$ cat src/rtl/core/edfq_pkg.sv
// Shared types and constants of the EDF quantum dispatcher.
// No dependencies; used by the interfaces and every module of the block.
`timescale 1ns / 1ps

package edfq_pkg;

    // field widths
    localparam int unsigned BURST_W    = 16;
    localparam int unsigned DL_W       = 32;
    localparam int unsigned ID_W       = 16;
    localparam int unsigned STAT_W     = 2;
    localparam int unsigned Q_W        = 16;
    localparam int unsigned TIME_W     = 32;

    // input kind codes
    localparam logic KIND_ADD      = 1'b0;
    localparam logic KIND_DISPATCH = 1'b1;

    // result status codes
    localparam logic [STAT_W-1:0] ST_ADDED      = 2'd0;
    localparam logic [STAT_W-1:0] ST_FULL       = 2'd1;
    localparam logic [STAT_W-1:0] ST_DISPATCHED = 2'd2;
    localparam logic [STAT_W-1:0] ST_IDLE       = 2'd3;

    // quantum after reset
    localparam logic [Q_W-1:0] QUANTUM_RESET = 16'd10;

    // one task slot as held in the slot memory
    typedef struct packed {
        logic [DL_W-1:0]    dl;
        logic [BURST_W-1:0] rem;
        logic [ID_W-1:0]    id;
    } t_slot;

    // controller to datapath
    typedef struct packed {
        logic start;   // latch the word, restart the slot scan
        logic scan;    // step the slot scan
        logic slice;   // work out the granted slice
        logic commit;  // update the table and load the result register
    } t_dp_cmd;

    // datapath to controller
    typedef struct packed {
        logic scan_done;  // last slot evaluated this cycle
        logic out_busy;   // result register full and not taken this cycle
    } t_dp_stat;

endpackage

$ cat src/rtl/core/edfq_task_if.sv
// Input channel of the EDF quantum dispatcher: valid/ready and the task word.
// Depends on edfq_pkg.
`timescale 1ns / 1ps

interface edfq_task_if import edfq_pkg::*; ();
    logic               valid;
    logic               ready;
    logic               kind;
    logic [BURST_W-1:0] burst;
    logic [DL_W-1:0]    deadline;

    modport source (output valid, kind, burst, deadline, input ready);
    modport sink   (input valid, kind, burst, deadline, output ready);
endinterface

$ cat src/rtl/core/edfq_res_if.sv
// Result channel of the EDF quantum dispatcher: valid/ready and the result word.
// Depends on edfq_pkg.
`timescale 1ns / 1ps

interface edfq_res_if import edfq_pkg::*; ();
    logic               valid;
    logic               ready;
    logic [STAT_W-1:0]  status;
    logic [ID_W-1:0]    task_id;
    logic [BURST_W-1:0] slice_length;
    logic               finished;
    logic               deadline_missed;
    logic [TIME_W-1:0]  time_now;

    modport source (output valid, status, task_id, slice_length, finished,
                    deadline_missed, time_now, input ready);
    modport sink   (input valid, status, task_id, slice_length, finished,
                    deadline_missed, time_now, output ready);
endinterface

$ cat src/rtl/core/edf_quantum_dispatcher.sv
// Earliest-deadline-first dispatcher with a fixed time quantum.
// Usage:
//   i_task carries one word per item: kind (add or dispatch), burst, deadline.
//   o_res returns exactly one result word per item, in order.
//   i_cfg_wr_en / i_cfg_wr_data write the quantum; write only while idle.
// Item flow:
//   Every item scans all MAX_TASKS slots through the slot memory read port,
//   one slot per cycle through a registered read, then works out the slice
//   and commits; commit waits while the result register is full and not taken.
//   A new word is taken only in idle, once the previous item has committed.
// Reset (synchronous, i_rst_n low): all slots free, time and id counter
//   zero, quantum 10. Slot contents are not cleared; only valid slots are used.
// Stalls: the result sits in an output register, so a new word is taken while
//   it waits; a second result waits in commit until the first is taken.
// Depends on edfq_pkg, edfq_task_if, edfq_res_if, edfq_ctrl and edfq_dp.
`timescale 1ns / 1ps

module edf_quantum_dispatcher import edfq_pkg::*; #(
    parameter int unsigned MAX_TASKS = 16
) (
    input  logic           i_clk,
    input  logic           i_rst_n,
    input  logic           i_cfg_wr_en,
    input  logic [Q_W-1:0] i_cfg_wr_data,
    edfq_task_if.sink      i_task,
    edfq_res_if.source     o_res
);

    t_dp_cmd  cmd;
    t_dp_stat stat;

    // sequencer
    edfq_ctrl u_ctrl (
        .i_clk   (i_clk),
        .i_rst_n (i_rst_n),
        .i_stat  (stat),
        .o_cmd   (cmd),
        .i_task  (i_task)
    );

    // slot table and arithmetic
    edfq_dp #(
        .MAX_TASKS (MAX_TASKS)
    ) u_dp (
        .i_clk         (i_clk),
        .i_rst_n       (i_rst_n),
        .i_cmd         (cmd),
        .o_stat        (stat),
        .i_cfg_wr_en   (i_cfg_wr_en),
        .i_cfg_wr_data (i_cfg_wr_data),
        .i_task        (i_task),
        .o_res         (o_res)
    );

endmodule

$ cat src/rtl/core/edfq_ctrl.sv
// Controller of the EDF quantum dispatcher: sequences scan, slice and commit.
// Depends on edfq_pkg and edfq_task_if.
`timescale 1ns / 1ps

module edfq_ctrl import edfq_pkg::*; (
    input  logic     i_clk,
    input  logic     i_rst_n,
    input  t_dp_stat i_stat,
    output t_dp_cmd  o_cmd,
    edfq_task_if.sink i_task
);

    typedef enum logic [1:0] {
        S_IDLE,
        S_SCAN,
        S_SLICE,
        S_COMMIT
    } t_state;

    t_state r_state;
    logic   accept;

    // take a word only between items
    assign i_task.ready = (r_state == S_IDLE);
    assign accept       = i_task.valid && (r_state == S_IDLE);

    // command decode
    always_comb begin
        o_cmd        = '0;
        o_cmd.start  = accept;
        o_cmd.scan   = (r_state == S_SCAN);
        o_cmd.slice  = (r_state == S_SLICE);
        o_cmd.commit = (r_state == S_COMMIT) && !i_stat.out_busy;
    end

    // state register
    always_ff @(posedge i_clk) begin
        if (!i_rst_n) begin
            r_state <= S_IDLE;
        end else begin
            unique case (r_state)
                S_IDLE: begin
                    if (accept) r_state <= S_SCAN;
                end
                S_SCAN: begin
                    if (i_stat.scan_done) r_state <= S_SLICE;
                end
                S_SLICE: begin
                    r_state <= S_COMMIT;
                end
                S_COMMIT: begin
                    if (!i_stat.out_busy) r_state <= S_IDLE;
                end
                default: begin
                    r_state <= S_IDLE;
                end
            endcase
        end
    end

endmodule

$ cat src/rtl/core/edfq_dp.sv
// Datapath of the EDF quantum dispatcher: slot memory, valid bits, scan
// pipeline, time and id counters, quantum register and result register.
// Depends on edfq_pkg, edfq_task_if and edfq_res_if.
`timescale 1ns / 1ps

module edfq_dp import edfq_pkg::*; #(
    parameter int unsigned MAX_TASKS = 16
) (
    input  logic           i_clk,
    input  logic           i_rst_n,
    input  t_dp_cmd        i_cmd,
    output t_dp_stat       o_stat,
    input  logic           i_cfg_wr_en,
    input  logic [Q_W-1:0] i_cfg_wr_data,
    edfq_task_if.sink      i_task,
    edfq_res_if.source     o_res
);

    localparam int unsigned IW = $clog2(MAX_TASKS);
    localparam logic [IW-1:0] LAST_IDX = IW'(MAX_TASKS - 1);

    // slot memory and valid bits
    t_slot              r_mem [MAX_TASKS];
    t_slot              r_rd;
    logic [MAX_TASKS-1:0] r_valid;

    // latched input word
    logic               r_kind;
    logic [BURST_W-1:0] r_burst;
    logic [DL_W-1:0]    r_deadline;

    // scan: issue stage and data stage
    logic [IW-1:0]      r_iss_idx;
    logic               r_iss_on;
    logic               r_p_vld;
    logic [IW-1:0]      r_p_idx;
    logic               r_p_sv;

    // scan result
    logic               r_found;
    logic [IW-1:0]      r_pick;
    t_slot              r_best;
    logic [BURST_W-1:0] r_slice;

    // global state
    logic [TIME_W-1:0]  r_time;
    logic [ID_W-1:0]    r_id_ctr;
    logic [Q_W-1:0]     r_quantum;

    // result register
    logic               r_out_vld;
    logic [STAT_W-1:0]  r_out_status;
    logic [ID_W-1:0]    r_out_id;
    logic [BURST_W-1:0] r_out_slice;
    logic               r_out_fin;
    logic               r_out_miss;
    logic [TIME_W-1:0]  r_out_time;

    // commit arithmetic
    logic [ID_W-1:0]    n_id;
    logic [BURST_W-1:0] n_rem;
    logic [TIME_W-1:0]  n_time;
    logic               n_fin;
    logic               n_miss;
    logic               issue;
    logic               better;
    logic               is_add;
    logic               mem_we;
    t_slot              mem_wdata;

    assign issue  = i_cmd.scan && r_iss_on;
    assign is_add = (r_kind == KIND_ADD);

    // candidate in the data stage beats the current best
    always_comb begin
        if (is_add) begin
            better = !r_p_sv && !r_found;
        end else begin
            better = r_p_sv && (!r_found || (r_rd.dl < r_best.dl));
        end
    end

    always_comb begin
        n_id   = r_id_ctr + ID_W'(1);
        n_rem  = r_best.rem - r_slice;
        n_time = r_time + TIME_W'(r_slice);
        n_fin  = (n_rem == '0);
        n_miss = !n_fin && (n_time > r_best.dl);
    end

    // slot write on commit: new task, or remaining time of an unfinished one
    always_comb begin
        mem_we = i_cmd.commit && r_found && (is_add || !n_fin);
        if (is_add) begin
            mem_wdata = '{dl: r_deadline, rem: r_burst, id: n_id};
        end else begin
            mem_wdata = '{dl: r_best.dl, rem: n_rem, id: r_best.id};
        end
    end

    assign o_stat.scan_done = r_p_vld && (r_p_idx == LAST_IDX);
    assign o_stat.out_busy  = r_out_vld && !o_res.ready;

    // slot memory: one read port for the scan, one write port for commit
    always_ff @(posedge i_clk) begin
        if (issue) r_rd <= r_mem[r_iss_idx];
        if (mem_we) r_mem[r_pick] <= mem_wdata;
    end

    // control state
    always_ff @(posedge i_clk) begin
        if (!i_rst_n) begin
            r_valid   <= '0;
            r_iss_on  <= 1'b0;
            r_p_vld   <= 1'b0;
            r_found   <= 1'b0;
            r_time    <= '0;
            r_id_ctr  <= '0;
            r_quantum <= QUANTUM_RESET;
            r_out_vld <= 1'b0;
        end else begin
            if (i_cfg_wr_en) r_quantum <= i_cfg_wr_data;

            // scan issue
            r_p_vld <= issue;
            if (i_cmd.start) begin
                r_iss_on <= 1'b1;
            end else if (issue && (r_iss_idx == LAST_IDX)) begin
                r_iss_on <= 1'b0;
            end

            // scan evaluate
            if (i_cmd.start) begin
                r_found <= 1'b0;
            end else if (r_p_vld && better) begin
                r_found <= 1'b1;
            end

            // commit
            if (i_cmd.commit && r_found) begin
                if (is_add) begin
                    r_id_ctr         <= n_id;
                    r_valid[r_pick]  <= 1'b1;
                end else begin
                    r_time <= n_time;
                    if (n_fin) r_valid[r_pick] <= 1'b0;
                end
            end

            // result register
            if (i_cmd.commit) begin
                r_out_vld <= 1'b1;
            end else if (o_res.ready) begin
                r_out_vld <= 1'b0;
            end
        end
    end

    // payload registers
    always_ff @(posedge i_clk) begin
        if (i_cmd.start) begin
            r_kind     <= i_task.kind;
            r_burst    <= i_task.burst;
            r_deadline <= i_task.deadline;
            r_iss_idx  <= '0;
        end else if (issue && (r_iss_idx != LAST_IDX)) begin
            r_iss_idx <= r_iss_idx + IW'(1);
        end

        if (issue) begin
            r_p_idx <= r_iss_idx;
            r_p_sv  <= r_valid[r_iss_idx];
        end

        if (r_p_vld && better) begin
            r_pick <= r_p_idx;
            r_best <= r_rd;
        end

        if (i_cmd.slice) begin
            r_slice <= (r_best.rem < r_quantum) ? r_best.rem : r_quantum;
        end

        if (i_cmd.commit) begin
            r_out_id    <= '0;
            r_out_slice <= '0;
            r_out_fin   <= 1'b0;
            r_out_miss  <= 1'b0;
            r_out_time  <= r_time;
            if (is_add) begin
                if (r_found) begin
                    r_out_status <= ST_ADDED;
                    r_out_id     <= n_id;
                end else begin
                    r_out_status <= ST_FULL;
                end
            end else begin
                if (r_found) begin
                    r_out_status <= ST_DISPATCHED;
                    r_out_id     <= r_best.id;
                    r_out_slice  <= r_slice;
                    r_out_fin    <= n_fin;
                    r_out_miss   <= n_miss;
                    r_out_time   <= n_time;
                end else begin
                    r_out_status <= ST_IDLE;
                end
            end
        end
    end

    assign o_res.valid           = r_out_vld;
    assign o_res.status          = r_out_status;
    assign o_res.task_id         = r_out_id;
    assign o_res.slice_length    = r_out_slice;
    assign o_res.finished        = r_out_fin;
    assign o_res.deadline_missed = r_out_miss;
    assign o_res.time_now        = r_out_time;

endmodule

$ cat src/flat_wrapper.sv
// flat-port wrapper written by rule: the top's interface ports become plain ports
module edf_quantum_dispatcher_flat import edfq_pkg::*;
#(
    parameter int unsigned MAX_TASKS = 16
)
  (i_clk, i_rst_n, i_cfg_wr_en, i_cfg_wr_data, i_task_valid, i_task_kind, i_task_burst, i_task_deadline, i_task_ready, o_res_valid, o_res_status, o_res_task_id, o_res_slice_length, o_res_finished, o_res_deadline_missed, o_res_time_now, o_res_ready);
  edfq_task_if i_task_i ();
  edfq_res_if o_res_i ();
  input  logic i_clk;
  input  logic i_rst_n;
  input  logic i_cfg_wr_en;
  input  logic [Q_W-1:0] i_cfg_wr_data;
  input wire logic [$bits(i_task_i.valid)-1:0] i_task_valid;
  input wire logic [$bits(i_task_i.kind)-1:0] i_task_kind;
  input wire logic [$bits(i_task_i.burst)-1:0] i_task_burst;
  input wire logic [$bits(i_task_i.deadline)-1:0] i_task_deadline;
  output wire logic [$bits(i_task_i.ready)-1:0] i_task_ready;
  output wire logic [$bits(o_res_i.valid)-1:0] o_res_valid;
  output wire logic [$bits(o_res_i.status)-1:0] o_res_status;
  output wire logic [$bits(o_res_i.task_id)-1:0] o_res_task_id;
  output wire logic [$bits(o_res_i.slice_length)-1:0] o_res_slice_length;
  output wire logic [$bits(o_res_i.finished)-1:0] o_res_finished;
  output wire logic [$bits(o_res_i.deadline_missed)-1:0] o_res_deadline_missed;
  output wire logic [$bits(o_res_i.time_now)-1:0] o_res_time_now;
  input wire logic [$bits(o_res_i.ready)-1:0] o_res_ready;
  assign i_task_i.valid = i_task_valid;
  assign i_task_i.kind = i_task_kind;
  assign i_task_i.burst = i_task_burst;
  assign i_task_i.deadline = i_task_deadline;
  assign i_task_ready = i_task_i.ready;
  assign o_res_valid = o_res_i.valid;
  assign o_res_status = o_res_i.status;
  assign o_res_task_id = o_res_i.task_id;
  assign o_res_slice_length = o_res_i.slice_length;
  assign o_res_finished = o_res_i.finished;
  assign o_res_deadline_missed = o_res_i.deadline_missed;
  assign o_res_time_now = o_res_i.time_now;
  assign o_res_i.ready = o_res_ready;
  edf_quantum_dispatcher #(.MAX_TASKS(MAX_TASKS)) u_core (.i_clk(i_clk), .i_rst_n(i_rst_n), .i_cfg_wr_en(i_cfg_wr_en), .i_cfg_wr_data(i_cfg_wr_data), .i_task(i_task_i), .o_res(o_res_i));
endmodule
$ cat config.mk
export PLATFORM = sky130hd
export DESIGN_NAME = edf_quantum_dispatcher_flat
export DESIGN_NICKNAME = d
export VERILOG_FILES = /design/src/rtl/core/edfq_pkg.sv /design/src/rtl/core/edfq_task_if.sv /design/src/rtl/core/edfq_res_if.sv /design/src/rtl/core/edf_quantum_dispatcher.sv /design/src/rtl/core/edfq_ctrl.sv /design/src/rtl/core/edfq_dp.sv /design/src/flat_wrapper.sv
export SDC_FILE = /design/constraint.sdc
export NUM_CORES = 2
export LEC_CHECK = 0
export BUFFER_PORTS_ARGS = -buffer_cell sky130_fd_sc_hd__buf_2
export CORE_UTILIZATION = 30
export CTS_CLUSTER_SIZE = 40
export DETAILED_ROUTE_END_ITERATION = 8
export GPL_TIMING_DRIVEN = 0
export SETUP_SLACK_MARGIN = 0.5
export SLEW_MARGIN = 20
export SYNTH_ARGS = -nofsm -noshare
export SYNTH_HDL_FRONTEND = slang
export SYNTH_SLANG_ARGS = --single-unit
$ cat constraint.sdc
create_clock -name i_clk -period 12.34 [get_ports i_clk]
set_input_delay 0.617 -clock i_clk [delete_from_list [all_inputs] [get_ports i_clk]]
set_output_delay 0.617 -clock i_clk [all_outputs]
set_load 0.05 [all_outputs]
## After elaboration in Yosys (flattened, before gate mapping)

Memory sizes are Yosys's and may differ from the RTL's. A register that Yosys moved wholly into a read port is not among the register bits.
Index checks and enable logic that the tools add are counted.

| operators by class | value |
|---|---|
| add/subtract/negate cells | 4 |
| magnitude comparators | 6 |
| equal/unequal tests | 10 |
| multiplexer cells | 27 |
| bitwise logic cells | 5 |
| reductions and logical operators | 31 |

Operators by type and width:

| operator | number |
|---|---|
| 16-bit two-way mux | 6 |
| 32-bit two-way mux | 2 |
| 64-bit two-way mux | 1 |
| 32-bit by 16-bit adder with 32-bit output | 1 |
| 32-bit greater-than comparator | 1 |
| 32-bit less-than comparator | 1 |
| 16-bit by 1-bit adder with 16-bit output, second input constant | 1 |
| 16-bit bitwise AND | 1 |
| 16-bit zero test | 1 |
| 16-bit less-than comparator | 1 |
| 16-bit inverter | 1 |
| 16-bit OR | 1 |
| 16-bit subtractor | 1 |
| 1-bit logical AND | 14 |
| 1-bit two-way mux | 11 |
| 4-bit by 5-bit less-than comparator with 1-bit output, second input constant | 2 |
| 4-bit equality test, second input constant | 2 |
| 2-bit two-way mux | 4 |
| 2-bit one-hot mux with 4 select lines | 1 |
| 2-bit AND reduction | 4 |
| 2-bit by 1-bit inequality test with 1-bit output, second input constant | 3 |
| 1-bit zero test | 5 |
| 4-bit by 1-bit adder with 4-bit output, second input constant | 1 |
| 1-bit binary-select mux with 4-bit select | 1 |
| other kinds (12) | 16 |

| word-level totals | value |
|---|---|
| register bits after elaboration | 296 |
| memory bits (writable) | 1,024 |
| input bits | 70 |
| memories kept | 1 |

Memories:

| name | words | width | read ports | clocked after Yosys merged registers in | write ports | line | RTL |
|---|---|---|---|---|---|---|---|
| u_core.u_dp.r_mem | 16 | 64 | 1 | 1 | 1 | edfq_dp.sv:23 | `t_slot r_mem [MAX_TASKS];` |

## Logic depth before layout (Yosys ltp)

| depth | value |
|---|---|
| depth in word-level cells | 8 |
| mapped depth | 22 |

## Worst setup path after synthesis

No wires, ideal clock.

| timing | value |
|---|---|
| path kind | register to register |
| from | reg u_core.u_dp.r_out_vld, in the netlist u_core.u_dp.o_res.valid |
| to | mem u_core.u_dp.r_mem[0][0] in the netlist's numbering, enable pin |
| library setup time | 0.507 ns |
| arrival time | 8.377 ns |
| data required time | 11.833 ns |
| setup slack | 3.455 ns |
| stages on the path, launching flop included | 7 |
| buffers on the path | 0 |
| cell sequence | dfxtp_1 > nor2b_1 > nor2b_1 > nand2_1 > nor3_1 > nand2_1 > a21oi_1 |

RTL lines:

| element | line | RTL |
|---|---|---|
| from (decl) | edfq_dp.sv:51 | `logic r_out_vld;` |
| from (signal assigned) | edfq_dp.sv:120 | `r_out_vld <= 1'b0;` |
| from (signal assigned) | edfq_dp.sv:152 | `r_out_vld <= 1'b1;` |
| from (signal assigned) | edfq_dp.sv:154 | `r_out_vld <= 1'b0;` |
| to (decl) | edfq_dp.sv:23 |  |

## Worst setup path in the final report

| timing | value |
|---|---|
| from | reg u_core.u_dp.r_slice[6] |
| to | reg u_core.u_dp.r_out_miss, in the netlist u_core.u_dp.o_res.deadline_missed, data pin |

| between the ends | value |
|---|---|
| elaborated cells on any way between the ends | 6 |
| classes of those cells | add/sub: 2; order compare: 1; reduce/logical: 3 |

RTL lines:

| element | line | RTL |
|---|---|---|
| from (decl) | edfq_dp.sv:43 | `logic [BURST_W-1:0] r_slice;` |
| from (signal assigned) | edfq_dp.sv:181 | `r_slice <= (r_best.rem < r_quantum) ? r_best.rem : r_quantum;` |
| 32-bit by 16-bit adder with 32-bit output | edfq_dp.sv:86 | `n_time = r_time + TIME_W'(r_slice);` |
| named net u_core.u_dp.n_time[25] | edfq_dp.sv:62 | `logic [TIME_W-1:0] n_time;` |
| 32-bit greater-than comparator | edfq_dp.sv:88 | `n_miss = !n_fin && (n_time > r_best.dl);` |
| 1-bit logical AND | edfq_dp.sv:88 |  |
| to (signal assigned) | edfq_dp.sv:203 | `r_out_miss <= n_miss;` |
| to (decl) | edfq_dp.sv:56 | `logic r_out_miss;` |

The timed path passes the listed nets, and every way through them passes these cells.
A chain may end at the register's enable or synchronous reset.

==> flow_metrics.tcl <==
set metrics [dict create \
    ir_drop_uv 101 \
    power_density_nw_per_um2 178 \
    cts_max_level 4 \
    design_area_um2 68000 \
    cts_resized 0 \
    leakage_nw 22.1 \
    drtPass1Iterations 5 \
    syn_inst 2958 \
    placed_cells_incl_taps 5686 \
    rsz0062_at_grt "false" \
    ioPinCount 140 \
    cts_sinks 1384 \
    grt_use_total 0.167 \
    drv_cap 0 \
    initial_core_util 0.302 \
    antenna_found_initial 3 \
    die_h_um 434 \
    die_w_um 434 \
    r2r_start "u_core.u_dp.r_slice[6]$_DFFE_PP_" \
    synth_area_um2 56000 \
    overflow 0 \
    hold_viol_final 0 \
    setup_tns_ns 0 \
    status "finished, final reports clean" \
    cts_tree "yes" \
    wl_per_cell_um 26.3 \
    end_kind "register" \
    clk_path_buf_depth 3 \
    crit_buf_inv 1 \
    worstHoldEndpoint "u_core.u_dp.r_burst[2]$_DFFE_PP_" \
    crit_required_ns 12.82 \
    grt_max_degree 41 \
    cts_root_buf "clkbuf_16" \
    nFillCells 17100 \
    fmax_ghz 0.175 \
    routed_wl_um 158000 \
    via_count 30100 \
    synth_seq_cells 1384 \
    clock_latency_ns 0.80 \
    ys.flop_type "edfxtp_1" \
    slew_violations 0 \
    avgSynthCellArea_um2 18.9 \
    ant_nets 0 \
    reg2reg_depth 18 \
    ys_seq_area_frac 0.726 \
    rr_endpoint "u_core.u_dp.o_res.deadline_missed$_SDFFCE_PN0P_" \
    crit_family "compound AO/OA/AOI/OAI gates" \
    placed_area_um2 62800 \
    setup-violations-final 0 \
    drc_errors 0 \
    hp-start "i_task_burst[2]" \
    postCtsHoldBufs 47 \
    drive_gt1_frac 0.263 \
    path_clk_slew_ns 0.06 \
    tightest_slew_ns 1.25 \
    dieArea_um2 188000 \
    final_cells 5997 \
    hp-class "primary input to register" \
    cts_inserted_buffers 146 \
    max_stage_delay_ns 0.83 \
    slew_headroom 0.166 \
    postCtsSetupBuffers 0 \
    via_per_inst 5.02 \
    grt_pass1_wl_um 222000 \
    worstPathMaxFanout 10 \
    grt_pass1_vias 30200 \
    core_um2 185000 \
    syn_nets 3145 \
    utilization 0.367 \
    period_needed_ns 5.71 \
    skew_ns 0.0437 \
    final_nets 3588 \
    synth_edf_count 1294 \
    reg2reg_slack_ns 6.63 \
    cp-start-kind "register" \
    synthDistinctLibCells 72 \
    min_period_over_period 0.463 \
    hpwl_um 108000 \
    critPathKind "register to register" \
    cp_cell_sequence "ha_1, a2111oi_0, o21ai_0, a211o_1, a31oi_1, nand2b_1, buf_2, nor3_1, xor2_1, ha_1, a21o_1, a21o_1, a21o_1, a21oi_1, o21ai_0, a21oi_1, o21ai_0, nor4b_2" \
    syn_to_final_growth_pct 21.4 \
    hold_depth 1 \
    place_congestion 0.877 \
    multiInputGateArea_um2 14600 \
    slowest_stage "a31oi_1" \
    register_area_um2 40700 \
    fp-row-count 158 \
    yosysWarningCount 0 \
    drtIter0Drc 3114 \
    critPathArrivalTime_ns 6.20 \
    async_flop_share 0 \
    io_buffers 138 \
]
==> layer usage <==
layer	share of wire	global-route usage
met1	0.40	0.209
met2	0.51	0.287
met3	0.056	0.0277
met4	0.042	0.0666
met5	0	0
==> per-stage QoR <==
step / power (mW) / hold slack, ns / setup WS [ns]
6_report: 12.1 / 0.0486 / 6.63
2_1_floorplan: 7.11 / 0.400 / 3.46
3_5_place_dp: 7.87 / 0.405 / 6.66
5_1_grt: 12.5 / 0.00971 / 6.40
3_3_place_gp: 7.82 / 0.403 / -5.09
4_1_cts: 12.3 / 0.000221 / 6.64
==> cells by family (layout without fill, tap and decap cells) <==
family | Yosys count | in the layout | synth area share
fa+ha+maj | 117 | 117 | 0.0264
other cells | 0 | 1 | 0
xor+xnor | 94 | 94 | 0.0147
simple gates | 440 | 440 | 0.0375
mux | 402 | 402 | 0.146
buf+inv | 228 | 786 | 0.0171
compound gates | 293 | 293 | 0.0324
flops | 1384 | 1384 | 0.726
==> cells in the final DEF (no fill, tap or decap), drive strengths merged, types with 43 or more instances in the layout <==
cell type / instances
a21oi: 91
mux4: 325
xor2: 43
inv: 91
dfxtp: 90
nand2: 147
clkbuf: 294
mux2: 58
dlygate4sd3: 47
edfxtp: 1294
ha: 115
xnor2: 51
o21ai: 82
nor2: 117
clkinv: 57
buf: 278
==> flip-flops by register name, summed over array words and instances (netlist names), 2 cells and up, named ones only <==
signal,count
u_core.u_dp.r_mem,1024
u_core.u_dp.r_best,64
u_core.u_dp.r_rd,64
u_core.u_dp.o_res.time_now,32
u_core.u_dp.r_deadline,32
u_core.u_dp.r_time,32
u_core.u_dp.o_res.slice_length,16
u_core.u_dp.o_res.task_id,16
u_core.u_dp.r_burst,16
u_core.u_dp.r_id_ctr,16
u_core.u_dp.r_quantum,16
u_core.u_dp.r_slice,16
u_core.u_dp.r_iss_idx,4
u_core.u_dp.r_p_idx,4
u_core.u_dp.r_pick,4
u_core.u_ctrl.r_state,2
u_core.u_dp.o_res.status,2
==> power by group <==
| group | internal (mW) | leakage [nW] | switching (mW) |
|---|---|---|---|
| sequential | 5.55 | 12.5 | 0.104 |
| clock | 2.53 | 2.30 | 1.85 |
| combinational | 0.847 | 7.34 | 1.25 |
==> worst max-delay path by stage <==
stage / startpoint / endpoint / slack (ns) / cells past startpoint
final: u_core.u_dp.r_slice[6]$_DFFE_PP_ / u_core.u_dp.o_res.deadline_missed$_SDFFCE_PN0P_ / 6.63 / 18
after CTS: u_core.u_dp.r_slice[6]$_DFFE_PP_ / u_core.u_dp.o_res.deadline_missed$_SDFFCE_PN0P_ / 6.64 / 16
after global placement: o_res_ready / u_core.u_dp.r_mem[0][43]$_DFFE_PP_ / -5.09 / 7
after global routing: u_core.u_dp.r_slice[6]$_DFFE_PP_ / u_core.u_dp.o_res.deadline_missed$_SDFFCE_PN0P_ / 6.40 / 18
after floorplan: u_core.u_dp.o_res.valid$_SDFFE_PN0P_ / u_core.u_dp.r_mem[0][0]$_DFFE_PP_ / 3.46 / 6
after detailed placement: u_core.u_dp.r_slice[6]$_DFFE_PP_ / u_core.u_dp.o_res.deadline_missed$_SDFFCE_PN0P_ / 6.66 / 16
==> Yosys cell counts, drive strengths merged, types with 6 or more instances <==
library cell,count,area (µm²)
nor2,117,439
o31ai,6,45.0
a21o,36,270
mux2i,19,190
nor3,29,145
mux2,58,653
o21ai,82,410
clkbuf,112,462
xnor2,51,447
nand2,147,552
and3,10,62.6
ha,115,1440
nand4,26,163
and2,22,139
o21a,12,90.1
nand2b,13,81.3
nor2b,8,50.1
or4,6,48.8
mux4,325,7320
edfxtp,1294,38900
a21oi,91,455
inv,83,312
xor2,43,377
nor4,8,65.1
nand3,28,140
a211oi,11,82.6
or3,10,63.8
a31oi,7,43.8
a41oi,16,140
o211ai,7,52.6
buf,31,163
dfxtp,90,1800
==> final cells by class <==
cell class	instances	area share
diodes	1	0.0000368
plain buffers	145	0.0101
clock buffers	181	0.0580
clock inverters	82	0.0117
inverters	83	0.00466
multi-input cells	1346	0.215
flip-flops and latches	1384	0.598
well taps	2480	0.0456
repair buffers	295	0.0571
No activity file was read; power rests on OpenSTA's default activity.
